==> src/hw/rtl/fdr_pkg.sv <==
// ============================================================================
// Frame rate delay regulator package
// Shared widths, constants, register map and controller command types.
// ============================================================================
package fdr_pkg;

  // Field widths
  localparam int TICK_W  = 32;
  localparam int FT_W    = 16;
  localparam int DELAY_W = 16;
  localparam int CNT_W   = 16;
  localparam int FPS_W   = 10;

  // Configuration port
  localparam int APB_AW = 3;
  localparam int APB_DW = 32;
  localparam logic REG_TARGET_FPS = 1'b0;
  localparam logic [FPS_W-1:0] TARGET_FPS_RESET = 10'd60;

  // Measurement window length in ticks
  localparam int WINDOW_MS = 1000;

  // Gain arithmetic: q = floor(target * ft * 8192 / 125)
  localparam int P_W          = FPS_W + FT_W;       // target * ft
  localparam int DIV_BASE     = 125;
  localparam int FRAC_SHIFT   = 13;                 // 65536 / 1000 = 8192 / 125
  localparam int RECIP_W      = 27;
  localparam int RECIP_SHIFT  = 33;
  localparam logic [RECIP_W-1:0] RECIP_MUL = 27'd68719477;  // ceil(2^33 / 125)
  localparam int A_W          = 20;                 // floor(p / 125)
  localparam int R_W          = 7;                  // remainder below 125
  localparam int Q_W          = A_W + FRAC_SHIFT;
  localparam int GAIN_ONE     = 65536;
  localparam int MG_W         = 32;                 // saturated gain magnitude
  localparam int PROD_W       = FT_W + MG_W;
  localparam int STEP_W       = 34;

  // Commands from the controller to the datapath
  typedef struct packed {
    logic load;
    logic mul_p;
    logic div_a;
    logic rem_a;
    logic div_r;
    logic gain;
    logic mul_g;
    logic step;
    logic apply;
    logic out_load;
  } fdr_cmd_t;

endpackage

==> src/hw/rtl/fdr_in_if.sv <==
// ============================================================================
// Frame event input channel
// Valid/ready channel carrying the wake tick and end tick of one frame.
// ============================================================================
interface fdr_in_if;
  logic                       valid;
  logic                       ready;
  logic [fdr_pkg::TICK_W-1:0] wake_tick;
  logic [fdr_pkg::TICK_W-1:0] end_tick;

  modport source (output valid, output wake_tick, output end_tick, input ready);
  modport sink   (input valid, input wake_tick, input end_tick, output ready);
endinterface

==> src/hw/rtl/fdr_out_if.sv <==
// ============================================================================
// Frame result output channel
// Valid/ready channel carrying the updated sleep delay and rate statistics.
// ============================================================================
interface fdr_out_if;
  logic                        valid;
  logic                        ready;
  logic [fdr_pkg::DELAY_W-1:0] sleep_ms;
  logic [fdr_pkg::TICK_W-1:0]  frame_ms;
  logic [fdr_pkg::CNT_W-1:0]   measured_fps;
  logic                        fps_updated;

  modport source (output valid, output sleep_ms, output frame_ms, output measured_fps,
                  output fps_updated, input ready);
  modport sink   (input valid, input sleep_ms, input frame_ms, input measured_fps,
                  input fps_updated, output ready);
endinterface

==> src/hw/rtl/frame_rate_delay_regulator_top.sv <==
// ============================================================================
// Frame rate delay regulator
// Top level: configuration registers, sequencing controller and datapath.
// ============================================================================
// Each accepted frame event produces exactly one result transaction. The block
// works on one frame at a time. After an event is accepted it passes through
// eight arithmetic steps of the controller: target times frame time, the
// reciprocal divide-by-125 multiply, the remainder, a second divider pass on
// the scaled remainder, gain saturation, the 16 by 32 bit difference times
// gain multiply, the floor shift and the clamped delay update. In a ninth step
// the result is placed in the output register. A new event is accepted only
// once the last result is in the output register; a held result only stalls
// the block once the next event has finished its update.
// Configuration writes through the APB port take effect at once and belong
// to idle periods between frames.
module frame_rate_delay_regulator_top (
  input  logic                        clk,
  input  logic                        rst,
  input  logic                        psel,
  input  logic                        penable,
  input  logic                        pwrite,
  input  logic [fdr_pkg::APB_AW-1:0]  paddr,
  input  logic [fdr_pkg::APB_DW-1:0]  pwdata,
  output logic [fdr_pkg::APB_DW-1:0]  prdata,
  output logic                        pready,
  fdr_in_if.sink                      in_ch,
  fdr_out_if.source                   out_ch
);

  logic [fdr_pkg::FPS_W-1:0] target_fps;
  fdr_pkg::fdr_cmd_t         cmd;

  // Configuration registers.
  fdr_cfg_regs u_cfg (
    .clk        (clk),
    .rst        (rst),
    .psel       (psel),
    .penable    (penable),
    .pwrite     (pwrite),
    .paddr      (paddr),
    .pwdata     (pwdata),
    .prdata     (prdata),
    .pready     (pready),
    .target_fps (target_fps)
  );

  // Sequencing controller.
  fdr_ctrl u_ctrl (
    .clk       (clk),
    .rst       (rst),
    .in_valid  (in_ch.valid),
    .in_ready  (in_ch.ready),
    .out_valid (out_ch.valid),
    .out_ready (out_ch.ready),
    .cmd       (cmd)
  );

  // Arithmetic and state datapath.
  fdr_dpath u_dpath (
    .clk          (clk),
    .rst          (rst),
    .cmd          (cmd),
    .target_fps   (target_fps),
    .wake_tick    (in_ch.wake_tick),
    .end_tick     (in_ch.end_tick),
    .sleep_ms     (out_ch.sleep_ms),
    .frame_ms     (out_ch.frame_ms),
    .measured_fps (out_ch.measured_fps),
    .fps_updated  (out_ch.fps_updated)
  );

endmodule

==> src/hw/rtl/fdr_cfg_regs.sv <==
// ============================================================================
// Frame rate delay regulator configuration registers
// APB-style register file holding the target frame rate.
// ============================================================================
module fdr_cfg_regs (
  input  logic                        clk,
  input  logic                        rst,
  input  logic                        psel,
  input  logic                        penable,
  input  logic                        pwrite,
  input  logic [fdr_pkg::APB_AW-1:0]  paddr,
  input  logic [fdr_pkg::APB_DW-1:0]  pwdata,
  output logic [fdr_pkg::APB_DW-1:0]  prdata,
  output logic                        pready,
  output logic [fdr_pkg::FPS_W-1:0]   target_fps
);

  logic reg_index;

  // Register index is the word address; byte offset bits are ignored.
  assign reg_index = paddr[2];
  assign pready    = 1'b1;

  // Register write on the access phase.
  always_ff @(posedge clk) begin
    if (rst) begin
      target_fps <= fdr_pkg::TARGET_FPS_RESET;
    end else if (psel && penable && pwrite && (reg_index == fdr_pkg::REG_TARGET_FPS)) begin
      target_fps <= pwdata[fdr_pkg::FPS_W-1:0];
    end
  end

  // Read data mux.
  always_comb begin
    unique case (reg_index)
      fdr_pkg::REG_TARGET_FPS: prdata = fdr_pkg::APB_DW'(target_fps);
      default:                 prdata = '0;
    endcase
  end

endmodule

==> src/hw/rtl/fdr_ctrl.sv <==
// ============================================================================
// Frame rate delay regulator controller
// Sequences one frame event through the gain and delay update steps.
// ============================================================================
module fdr_ctrl (
  input  logic              clk,
  input  logic              rst,
  input  logic              in_valid,
  output logic              in_ready,
  output logic              out_valid,
  input  logic              out_ready,
  output fdr_pkg::fdr_cmd_t cmd
);

  typedef enum logic [9:0] {
    ST_IDLE  = 10'b0000000001,
    ST_MUL_P = 10'b0000000010,
    ST_DIV_A = 10'b0000000100,
    ST_REM_A = 10'b0000001000,
    ST_DIV_R = 10'b0000010000,
    ST_GAIN  = 10'b0000100000,
    ST_MUL_G = 10'b0001000000,
    ST_STEP  = 10'b0010000000,
    ST_APPLY = 10'b0100000000,
    ST_OUT   = 10'b1000000000
  } state_t;

  state_t state;
  state_t state_next;
  logic   out_free;

  assign in_ready = (state == ST_IDLE);
  assign out_free = !out_valid || out_ready;

  // Next state and command decode.
  always_comb begin
    state_next = state;
    cmd        = '0;
    unique case (state)
      ST_IDLE: begin
        if (in_valid) begin
          cmd.load   = 1'b1;
          state_next = ST_MUL_P;
        end
      end
      ST_MUL_P: begin
        cmd.mul_p  = 1'b1;
        state_next = ST_DIV_A;
      end
      ST_DIV_A: begin
        cmd.div_a  = 1'b1;
        state_next = ST_REM_A;
      end
      ST_REM_A: begin
        cmd.rem_a  = 1'b1;
        state_next = ST_DIV_R;
      end
      ST_DIV_R: begin
        cmd.div_r  = 1'b1;
        state_next = ST_GAIN;
      end
      ST_GAIN: begin
        cmd.gain   = 1'b1;
        state_next = ST_MUL_G;
      end
      ST_MUL_G: begin
        cmd.mul_g  = 1'b1;
        state_next = ST_STEP;
      end
      ST_STEP: begin
        cmd.step   = 1'b1;
        state_next = ST_APPLY;
      end
      ST_APPLY: begin
        cmd.apply  = 1'b1;
        state_next = ST_OUT;
      end
      ST_OUT: begin
        if (out_free) begin
          cmd.out_load = 1'b1;
          state_next   = ST_IDLE;
        end
      end
      default: begin
        state_next = ST_IDLE;
      end
    endcase
  end

  // State register and output valid flag.
  always_ff @(posedge clk) begin
    if (rst) begin
      state     <= ST_IDLE;
      out_valid <= 1'b0;
    end else begin
      state <= state_next;
      if (cmd.out_load) begin
        out_valid <= 1'b1;
      end else if (out_ready) begin
        out_valid <= 1'b0;
      end
    end
  end

endmodule

==> src/hw/rtl/fdr_dpath.sv <==
// ============================================================================
// Frame rate delay regulator datapath
// Frame timing, rate window, Q16 gain computation and delay update.
// ============================================================================
module fdr_dpath (
  input  logic                        clk,
  input  logic                        rst,
  input  fdr_pkg::fdr_cmd_t           cmd,
  input  logic [fdr_pkg::FPS_W-1:0]   target_fps,
  input  logic [fdr_pkg::TICK_W-1:0]  wake_tick,
  input  logic [fdr_pkg::TICK_W-1:0]  end_tick,
  output logic [fdr_pkg::DELAY_W-1:0] sleep_ms,
  output logic [fdr_pkg::TICK_W-1:0]  frame_ms,
  output logic [fdr_pkg::CNT_W-1:0]   measured_fps,
  output logic                        fps_updated
);

  localparam int TW   = fdr_pkg::TICK_W;
  localparam int FTW  = fdr_pkg::FT_W;
  localparam int DW   = fdr_pkg::DELAY_W;
  localparam int CW   = fdr_pkg::CNT_W;
  localparam int PW   = fdr_pkg::P_W;
  localparam int AW   = fdr_pkg::A_W;
  localparam int RW   = fdr_pkg::R_W;
  localparam int FS   = fdr_pkg::FRAC_SHIFT;
  localparam int QW   = fdr_pkg::Q_W;
  localparam int MGW  = fdr_pkg::MG_W;
  localparam int PRW  = fdr_pkg::PROD_W;
  localparam int SW   = fdr_pkg::STEP_W;
  localparam int RCW  = fdr_pkg::RECIP_W;
  localparam int RPW  = PW + RCW;

  // Persistent state
  logic [DW-1:0] delay_reg;
  logic [CW-1:0] frame_count;
  logic [CW-1:0] published_fps;
  logic [TW-1:0] window_start;
  logic [TW-1:0] last_end;

  // Per-frame working registers
  logic [TW-1:0]  frame;
  logic [FTW-1:0] ft;
  logic           updated;
  logic [PW-1:0]  p;
  logic [AW-1:0]  a;
  logic [RW-1:0]  r;
  logic [FS-1:0]  b;
  logic [MGW-1:0] mg;
  logic           gneg;
  logic [PRW-1:0] prod;
  logic           pneg;
  logic [SW-1:0]  step_mag;
  logic           step_neg;

  // Combinational helpers
  logic [TW-1:0]  frame_next;
  logic [TW-1:0]  window_age;
  logic [CW-1:0]  count_inc;
  logic [PW-1:0]  recip_op;
  logic [RPW-1:0] recip_prod;
  logic [AW-1:0]  recip_quot;
  logic [PW-1:0]  a_times_base;
  logic [PW-1:0]  rem_full;
  logic [QW-1:0]  q;
  logic [QW:0]    q_over;
  logic [FTW-1:0] abs_diff;
  logic           diff_neg;
  logic [SW-1:0]  s16;
  logic [SW-1:0]  s15;
  logic [SW-1:0]  delay_sum;

  // Frame time and rate window terms at acceptance.
  assign frame_next = wake_tick - last_end;
  assign window_age = wake_tick - window_start;
  assign count_inc  = (frame_count == {CW{1'b1}}) ? frame_count : frame_count + CW'(1);

  // Shared reciprocal divider by 125, used for the whole and the fractional part.
  assign recip_op   = cmd.div_r ? PW'({r, FS'(0)}) : p;
  assign recip_prod = RPW'(recip_op) * RPW'(fdr_pkg::RECIP_MUL);
  assign recip_quot = recip_prod[fdr_pkg::RECIP_SHIFT +: AW];

  // Remainder of p after division by 125.
  assign a_times_base = PW'(a) * PW'(fdr_pkg::DIV_BASE);
  assign rem_full     = p - a_times_base;

  // Gain offset: q = a * 8192 + floor(r * 8192 / 125).
  assign q      = {a, b};
  assign q_over = (QW + 1)'(q) - (QW + 1)'(fdr_pkg::GAIN_ONE);

  // Difference between frame time and current delay, in sign and magnitude.
  assign diff_neg = (ft < delay_reg);
  assign abs_diff = diff_neg ? (delay_reg - ft) : (ft - delay_reg);

  // Floor shifts of the signed product; a negative value rounds away from zero.
  always_comb begin
    if (pneg) begin
      s16 = SW'((PRW + 1)'(prod) + (PRW + 1)'(16'hFFFF) >> 16);
      s15 = SW'((PRW + 1)'(prod) + (PRW + 1)'(15'h7FFF) >> 15);
    end else begin
      s16 = SW'(prod >> 16);
      s15 = SW'(prod >> 15);
    end
  end

  assign delay_sum = SW'(delay_reg) + step_mag;

  // State updated once per accepted frame.
  always_ff @(posedge clk) begin
    if (rst) begin
      frame_count   <= '0;
      published_fps <= '0;
      window_start  <= '0;
      last_end      <= '0;
    end else if (cmd.load) begin
      last_end <= end_tick;
      if (window_age > TW'(fdr_pkg::WINDOW_MS)) begin
        published_fps <= count_inc;
        frame_count   <= '0;
        window_start  <= wake_tick;
      end else begin
        frame_count <= count_inc;
      end
    end
  end

  // Delay register, stepped toward the target when regulation is enabled.
  always_ff @(posedge clk) begin
    if (rst) begin
      delay_reg <= '0;
    end else if (cmd.apply && (target_fps != '0)) begin
      if (step_neg) begin
        delay_reg <= (step_mag > SW'(delay_reg)) ? '0 : (delay_reg - step_mag[DW-1:0]);
      end else begin
        delay_reg <= (delay_sum > SW'({DW{1'b1}})) ? {DW{1'b1}} : delay_sum[DW-1:0];
      end
    end
  end

  // Working registers of the update sequence.
  always_ff @(posedge clk) begin
    if (cmd.load) begin
      frame   <= frame_next;
      ft      <= (frame_next > TW'({FTW{1'b1}})) ? {FTW{1'b1}} : frame_next[FTW-1:0];
      updated <= (window_age > TW'(fdr_pkg::WINDOW_MS));
    end
    if (cmd.mul_p) begin
      p <= PW'(target_fps) * PW'(ft);
    end
    if (cmd.div_a) begin
      a <= recip_quot;
    end
    if (cmd.rem_a) begin
      r <= rem_full[RW-1:0];
    end
    if (cmd.div_r) begin
      b <= recip_quot[FS-1:0];
    end
    if (cmd.gain) begin
      // Gain = 65536 - q; a magnitude of 2^32 or more saturates, which still
      // drives the delay to a clamp limit for any nonzero difference.
      if (q_over[QW] || (q_over == '0)) begin
        gneg <= 1'b0;
        mg   <= MGW'((QW + 1)'(fdr_pkg::GAIN_ONE) - (QW + 1)'(q));
      end else begin
        gneg <= 1'b1;
        mg   <= (q_over[QW-1:MGW] != '0) ? {MGW{1'b1}} : q_over[MGW-1:0];
      end
    end
    if (cmd.mul_g) begin
      prod <= PRW'(abs_diff) * PRW'(mg);
      pneg <= diff_neg ^ gneg;
    end
    if (cmd.step) begin
      step_neg <= pneg;
      step_mag <= (s16 == '0) ? s15 : s16;
    end
  end

  // Output register, loaded when the result slot is free.
  always_ff @(posedge clk) begin
    if (cmd.out_load) begin
      sleep_ms     <= delay_reg;
      frame_ms     <= frame;
      measured_fps <= published_fps;
      fps_updated  <= updated;
    end
  end

endmodule

==> src/flat_wrapper.sv <==
// flat-port wrapper written by rule: the top's interface ports become plain ports
module frame_rate_delay_regulator_top_flat 
  (clk, rst, psel, penable, pwrite, paddr, pwdata, prdata, pready, in_ch_valid, in_ch_wake_tick, in_ch_end_tick, in_ch_ready, out_ch_valid, out_ch_sleep_ms, out_ch_frame_ms, out_ch_measured_fps, out_ch_fps_updated, out_ch_ready);
  fdr_in_if in_ch_i ();
  fdr_out_if out_ch_i ();
  input  logic clk;
  input  logic rst;
  input  logic psel;
  input  logic penable;
  input  logic pwrite;
  input  logic [fdr_pkg::APB_AW-1:0] paddr;
  input  logic [fdr_pkg::APB_DW-1:0] pwdata;
  output logic [fdr_pkg::APB_DW-1:0] prdata;
  output logic pready;
  input wire logic [$bits(in_ch_i.valid)-1:0] in_ch_valid;
  input wire logic [$bits(in_ch_i.wake_tick)-1:0] in_ch_wake_tick;
  input wire logic [$bits(in_ch_i.end_tick)-1:0] in_ch_end_tick;
  output wire logic [$bits(in_ch_i.ready)-1:0] in_ch_ready;
  output wire logic [$bits(out_ch_i.valid)-1:0] out_ch_valid;
  output wire logic [$bits(out_ch_i.sleep_ms)-1:0] out_ch_sleep_ms;
  output wire logic [$bits(out_ch_i.frame_ms)-1:0] out_ch_frame_ms;
  output wire logic [$bits(out_ch_i.measured_fps)-1:0] out_ch_measured_fps;
  output wire logic [$bits(out_ch_i.fps_updated)-1:0] out_ch_fps_updated;
  input wire logic [$bits(out_ch_i.ready)-1:0] out_ch_ready;
  assign in_ch_i.valid = in_ch_valid;
  assign in_ch_i.wake_tick = in_ch_wake_tick;
  assign in_ch_i.end_tick = in_ch_end_tick;
  assign in_ch_ready = in_ch_i.ready;
  assign out_ch_valid = out_ch_i.valid;
  assign out_ch_sleep_ms = out_ch_i.sleep_ms;
  assign out_ch_frame_ms = out_ch_i.frame_ms;
  assign out_ch_measured_fps = out_ch_i.measured_fps;
  assign out_ch_fps_updated = out_ch_i.fps_updated;
  assign out_ch_i.ready = out_ch_ready;
  frame_rate_delay_regulator_top u_core (.clk(clk), .rst(rst), .psel(psel), .penable(penable), .pwrite(pwrite), .paddr(paddr), .pwdata(pwdata), .prdata(prdata), .pready(pready), .in_ch(in_ch_i), .out_ch(out_ch_i));
endmodule
==> config.mk <==
export PLATFORM = sky130hd
export DESIGN_NAME = frame_rate_delay_regulator_top_flat
export DESIGN_NICKNAME = d
export VERILOG_FILES = /design/src/hw/rtl/fdr_pkg.sv /design/src/hw/rtl/fdr_in_if.sv /design/src/hw/rtl/fdr_out_if.sv /design/src/hw/rtl/frame_rate_delay_regulator_top.sv /design/src/hw/rtl/fdr_cfg_regs.sv /design/src/hw/rtl/fdr_ctrl.sv /design/src/hw/rtl/fdr_dpath.sv /design/src/flat_wrapper.sv
export SDC_FILE = /design/constraint.sdc
export NUM_CORES = 2
export LEC_CHECK = 0
export BUFFER_PORTS_ARGS = -buffer_cell sky130_fd_sc_hd__buf_2
export CORE_MARGIN = 5
export CORE_UTILIZATION = 59
export CTS_CLUSTER_SIZE = 28
export DETAILED_ROUTE_END_ITERATION = 10
export PLACE_DENSITY = 0.8
export SYNTH_ARGS = -nofsm -noshare
export SYNTH_HDL_FRONTEND = slang
export SYNTH_SLANG_ARGS = --single-unit
==> constraint.sdc <==
create_clock -name clk -period 10.4 [get_ports clk]
set_clock_uncertainty 0.15 [all_clocks]
set_input_delay 2.08 -clock clk [delete_from_list [all_inputs] [get_ports clk]]
set_output_delay 2.08 -clock clk [all_outputs]
set_load 0.01 [all_outputs]
Word-level counts from Yosys, hierarchy flattened
Cells that the tools add are included.

operators by class
  bitwise logic cells = 2
  order comparisons = 5
  add/subtract/negate cells = 12
  eq/ne operators = 13
  multiply operators = 4
  reduce and logical (&&, ||, !) cells = 13
  multiplexer cells = 31

operator list
  cell                                                   number
  one-hot mux 10 bit (10 select lines)                   1
  2-to-1 mux 16 bit                                      6
  zero test 34 bit                                       2
  2-to-1 mux 34 bit                                      2
  2-to-1 mux 32 bit                                      2
  subtractor 32 bit                                      2
  multiplier 26 x 27 -> 53 bit (second input constant)   1
  adder 48 x 15 -> 49 bit (second input constant)        1
  adder 48 x 16 -> 49 bit (second input constant)        1
  multiplier 16 x 32 -> 48 bit                           1
  subtractor 16 bit                                      3
  adder 16 x 34 -> 34 bit                                1
  > comparator 34 x 16 -> 1 bit                          1
  > comparator 34 x 16 -> 1 bit (second input constant)  1
  subtractor 33 x 17 -> 34 bit (second input constant)   1
  2-to-1 mux 33 bit                                      1
  > comparator 32 x 10 -> 1 bit (second input constant)  1
  > comparator 32 x 16 -> 1 bit (second input constant)  1
  subtractor 17 x 32 -> 32 bit (first input constant)    1
  2-to-1 mux 10 bit                                      3
  multiplier 10 x 16 -> 26 bit                           1
  2-to-1 mux 26 bit                                      1
  multiplier 20 x 7 -> 7 bit (second input constant)     1
  adder 16 x 1 -> 16 bit (second input constant)         1
  other kinds (23)                                       43

storage, ports and cells
  output and inout bits = 100
  register bits = 430
  input bits = 106
  word-level logic and storage cells = 105

Longest topological paths before layout
  word-level depth = 5
  gate-level depth with buffers = 42
  mapped depth without buffers = 40

By module
From an unflattened synthesis, not the netlist that was laid out.

unflattened totals
  cell total of the unflattened synthesis = 5972
  area total of the unflattened synthesis = 56404.1 sq um

modules (own cells, without submodules)
  module        cells an instance  area an instance (sq um)  instances
  fdr_dpath     5815               55005.3                   1
  fdr_ctrl      77                 718.2                     1
  fdr_cfg_regs  80                 680.7                     1

Least setup slack after synthesis
OpenSTA, ideal clock, no wires.

  kind = reg2reg
  start = register u_core.u_dpath.ft[0]
  end = register u_core.u_dpath.prod[47], data pin
  period minus slack after synthesis = 9785 ps
  path slack = 615 ps
  stages on the path, launching flop included = 39
  buffers on the path = 4
  data arrival time = 9372 ps
  cells stage by stage = edfxtp_1 buf_1 inv_1 ha_1 fa_1 nor2b_1 o21ai_0 a21boi_0 o311ai_0 a21oi_1 o41a_1 clkbuf_1 mux2i_1 o21ai_1 a211oi_1 nor2_1 xor2_1 clkbuf_1 [3 not listed] fa_1 fa_1 fa_1 fa_1 ha_1 clkbuf_1 a21o_1 a21o_1 a21o_1 a221oi_1 o21ai_0 a31oi_1 a21boi_0 o21bai_1 a21oi_1 o21bai_1 a311oi_1 xnor2_1

on the way
  longest elaborated chain between the ends = 3

RTL lines
  item                                                              line                              source
  start: declaration                                                fdr_dpath.sv:42                   logic [FTW-1:0] ft;
  start signal: assignment                                          fdr_dpath.sv:143                  ft <= (frame_next > TW'({FTW{1'b1}})) ? {FTW{1'b1}} : frame_next[FTW-1:0];
  subtractor 16 bit or less-than comparator 16 bit (tied branches)  fdr_dpath.sv:92, fdr_dpath.sv:91
  2-to-1 mux 16 bit *                                               fdr_dpath.sv:92                   assign abs_diff = diff_neg ? (delay_reg - ft) : (ft - delay_reg);
  multiplier 16 x 32 -> 48 bit *                                    fdr_dpath.sv:170                  prod <= PRW'(abs_diff) * PRW'(mg);
  end signal: assignment                                            fdr_dpath.sv:170
  end: declaration                                                  fdr_dpath.sv:50                   logic [PRW-1:0] prod;

Mark *: on every way between the ends. The rest lies on a longest branch, timed or not.
A chain may end at the register's enable or synchronous reset.

Final worst setup path
  start = register u_core.u_dpath.ft[0]
  end = register u_core.u_dpath.prod[38], data pin

The elaborated chain is that of the path after synthesis.

==> flow_metrics.py <==
metrics = {
    "status": {
        "status": "complete, no violations",
    },
    "critical_path": {
        "cp-start-kind": "flop",
        "path_max_fanout": 32,
        "critPathSlowestCell": "fa_1",
        "critPathMaxStageDelay_ps": 570,
        "arrival_ps": 10080,
        "required_ps": 10590,
        "worst-setup-path-type": "reg -> reg",
        "cpMostUsedCell": "fa_1",
        "crit_path_end_kind": "flop",
    },
    "final_layout": {
        "final_cell_area_mm2": 0.0596,
        "final_common_cell": "inv_1",
        "layout_common_cells": "1,098 x inv_1, 754 x fa_1, 665 x nand2_1, 609 x ha_1, 297 x edfxtp_1",
        "drive_gt1_share_pct": 6.23,
        "final_cells": 7315,
        "syn2layout_area_growth_pct": 7.31,
        "fillers": 7426,
        "largestRegisters": "u_core.u_dpath.prod (48), u_core.u_dpath.step_mag (34)",
        "largest_reg_flops": 48,
        "top_register": "u_core.u_dpath.prod",
        "nets": 7488,
    },
    "route": {
        "wl_mm": 140,
        "route.detailed.drc": 0,
        "antenna_left": 0,
        "wl_per_cell_um": 19.2,
        "drt_iter0_drc": 3271,
        "via_per_inst": 5.76,
        "via_count": 42200,
        "firstDrtPassIters": 5,
    },
    "clock_tree": {
        "path_clk_slew_ps": 60,
        "cts_hold_buf": 0,
        "cts_buffer_depth": 3,
        "cts-root-buf": "clkbuf_16",
        "htreeDepth": 2,
        "cts.sinks": 430,
        "cts_tree": "built",
        "cts_buffers": 45,
        "clk_latency_ps": 620,
    },
    "global_route": {
        "met3_usage_pct": 4.83,
        "antenna_found_initial": 9,
        "grt_max_degree": 92,
        "grt_pass1_wl_mm": 229,
        "globalRouteOverflowTotal": 0,
        "gr-usage-all-layers_pct": 28.2,
        "grt_pass1_vias": 43800,
        "gr-usage-met1_pct": 37.9,
        "top_usage_layer": "met2",
        "globalRouteMet2Util_pct": 47.0,
    },
    "timing": {
        "grt_setup_unrepaired": "false",
        "fin_ws_ps": 508,
        "finalCritPeriodShare_pct": 95.1,
        "setup_violations": 0,
        "relSlewSlack_pct": 14.0,
        "final_hold_viol_count": 0,
        "setup_tns_ps": 0,
        "worst_slew_pin_slew_ps": 1280,
        "max_freq_mhz": 101,
        "fin_crit_ps": 9890,
        "maxSlewViolCount": 0,
    },
    "power_and_ir_drop": {
        "power_density_mw_per_mm2": 214,
        "max-vdd-ir-drop_mv": 0.522,
        "total_power_mw": 12.7,
        "leakage_nw": 28.6,
    },
    "place": {
        "dpl_cell_area_mm2": 0.0580,
        "routabilityCongestion": 0.938,
        "io_buffers": 158,
        "pre_cts_slack_ps": -0.905,
        "dpl.cell_count": 7222,
        "dpl.hpwl_mm": 110,
    },
    "worst_hold_path": {
        "hold_path_class": "reg -> reg",
    },
    "floorplan": {
        "initial_core_util_pct": 59.5,
        "dieArea_mm2": 0.100,
        "rows": 112,
        "io_pins": 206,
        "die-width_um": 317,
        "core_mm2": 0.0933,
        "die_h_um": 317,
    },
    "job": {
        "cap_violations": 0,
    },
    "logic_synthesis": {
        "netlist_area_mm2": 0.0555,
        "synth_ff_type": "edfxtp_1",
        "ys_types": 85,
        "synthArstFlopShare_pct": 0,
        "synth.yosys.seq_area_share_pct": 20.9,
        "synth_edf_count": 297,
        "syn_avg_cell_area_um2": 9.35,
        "synthCells": 5941,
        "synth_warnings": 0,
        "ys_seq_elements": 430,
    },
}
## worst paths after layout
kind                                                    end                      from  depth (start not counted)  slack (ps)
worst max-delay path                u_core.u_dpath.prod[38]      u_core.u_dpath.ft[0]                         38         510
worst min-delay path            u_core.u_dpath.frame_ms[29]  u_core.u_dpath.frame[29]                          0         270
worst max register to register      u_core.u_dpath.prod[38]      u_core.u_dpath.ft[0]                         38         510
worst min register to register  u_core.u_dpath.frame_ms[29]  u_core.u_dpath.frame[29]                          0         270
## Yosys cell counts (all sizes together), types with 7 or more instances
master,number,area [um2]
a2111oi,7,62.6
a211o,9,78.8
a211oi,47,358
a21boi,9,67.6
a21o,118,886
a21oi,285,1430
a221o,7,70.1
a311oi,14,123
a31oi,33,206
a41oi,8,77.6
and2,287,1800
and3,34,213
and4,9,78.8
buf,36,235
clkbuf,201,754
dfxtp,133,2660
edfxtp,297,8920
fa,754,15100
ha,609,7620
inv,1099,4130
mux2i,54,541
nand2,666,2500
nand2b,65,407
nand3,81,405
nand3b,10,75.1
nand4,34,213
nand4b,7,61.3
nor2,244,916
nor2b,44,275
nor3,76,380
nor3b,11,82.6
nor4,33,206
o211ai,19,143
o21a,35,263
o21ai,150,754
o21bai,36,270
o22ai,11,68.8
o31ai,13,97.6
or2,17,106
or3,29,181
or4,8,63.8
xnor2,143,1250
xor2,71,622
## layer usage
metal | part of all wire (%) | routed length, um
met4 | 3.9 | 5470
met5 | 0 | 0
met1 | 40 | 56300
met3 | 8.2 | 11500
met2 | 48 | 67100
## power breakdown
| part | internal (mW) | switching (mW) | leakage [nW] |
|---|---|---|---|
| clock | 0.935 | 0.730 | 0.733 |
| combinational | 3.61 | 5.22 | 24.1 |
| sequential | 2.19 | 0.0391 | 3.74 |
## stage by stage
step                      util (%)  hold WS, ps
after floorplan                  -          250
after global placement        62.1          250
after detailed placement      62.1          255
after CTS                     63.7          268
after global routing          63.8          270
final                         63.9          269
## cell type report
type / count / area, um2 / area share, %
inverter: 1100 / 4130 / 6.93
tap: 1254 / 1570 / 2.63
multi-input combinational: 4197 / 39100 / 65.7
sequential: 430 / 11600 / 19.4
timing repair buffer: 245 / 1660 / 2.78
clock inverter: 26 / 310 / 0.521
antenna: 5 / 12.5 / 0.0210
clock buffer: 58 / 1210 / 2.02
## repair_timing
| action | in CTS | in global routing |
|---|---|---|
| pin swaps | 0 | 3 |
| cloned | 0 | 2 |
| setup endpoints to repair | 2 | 14 |
| gates resized for setup | 1 | 15 |
| setup buffers | 0 | 2 |
## worst max-delay path, delay by kind of cell (launching register included)
kind                       cells  cell delay, ps
AOI/OAI and AO/OA             16            3620
and+or+nand+nor                2             250
DFF                            1             460
adders and majority gates      9            3870
xor gates and xnor gates       2             220
buffers and inverters          9            1020
## kinds of logic after synthesis
kind of cell / count (synthesis) / share of synthesized area (%)
and+or+nand+nor: 1672 / 14.6
adders and majority gates: 1363 / 40.9
buffers and inverters: 1337 / 9.22
AOI/OAI and AO/OA: 866 / 9.98
DFF: 430 / 20.9
xor gates and xnor gates: 214 / 3.37
muxes: 57 / 1.03
other: 2 / 0.0135
Note: power is estimated with default switching activity, not from simulation.
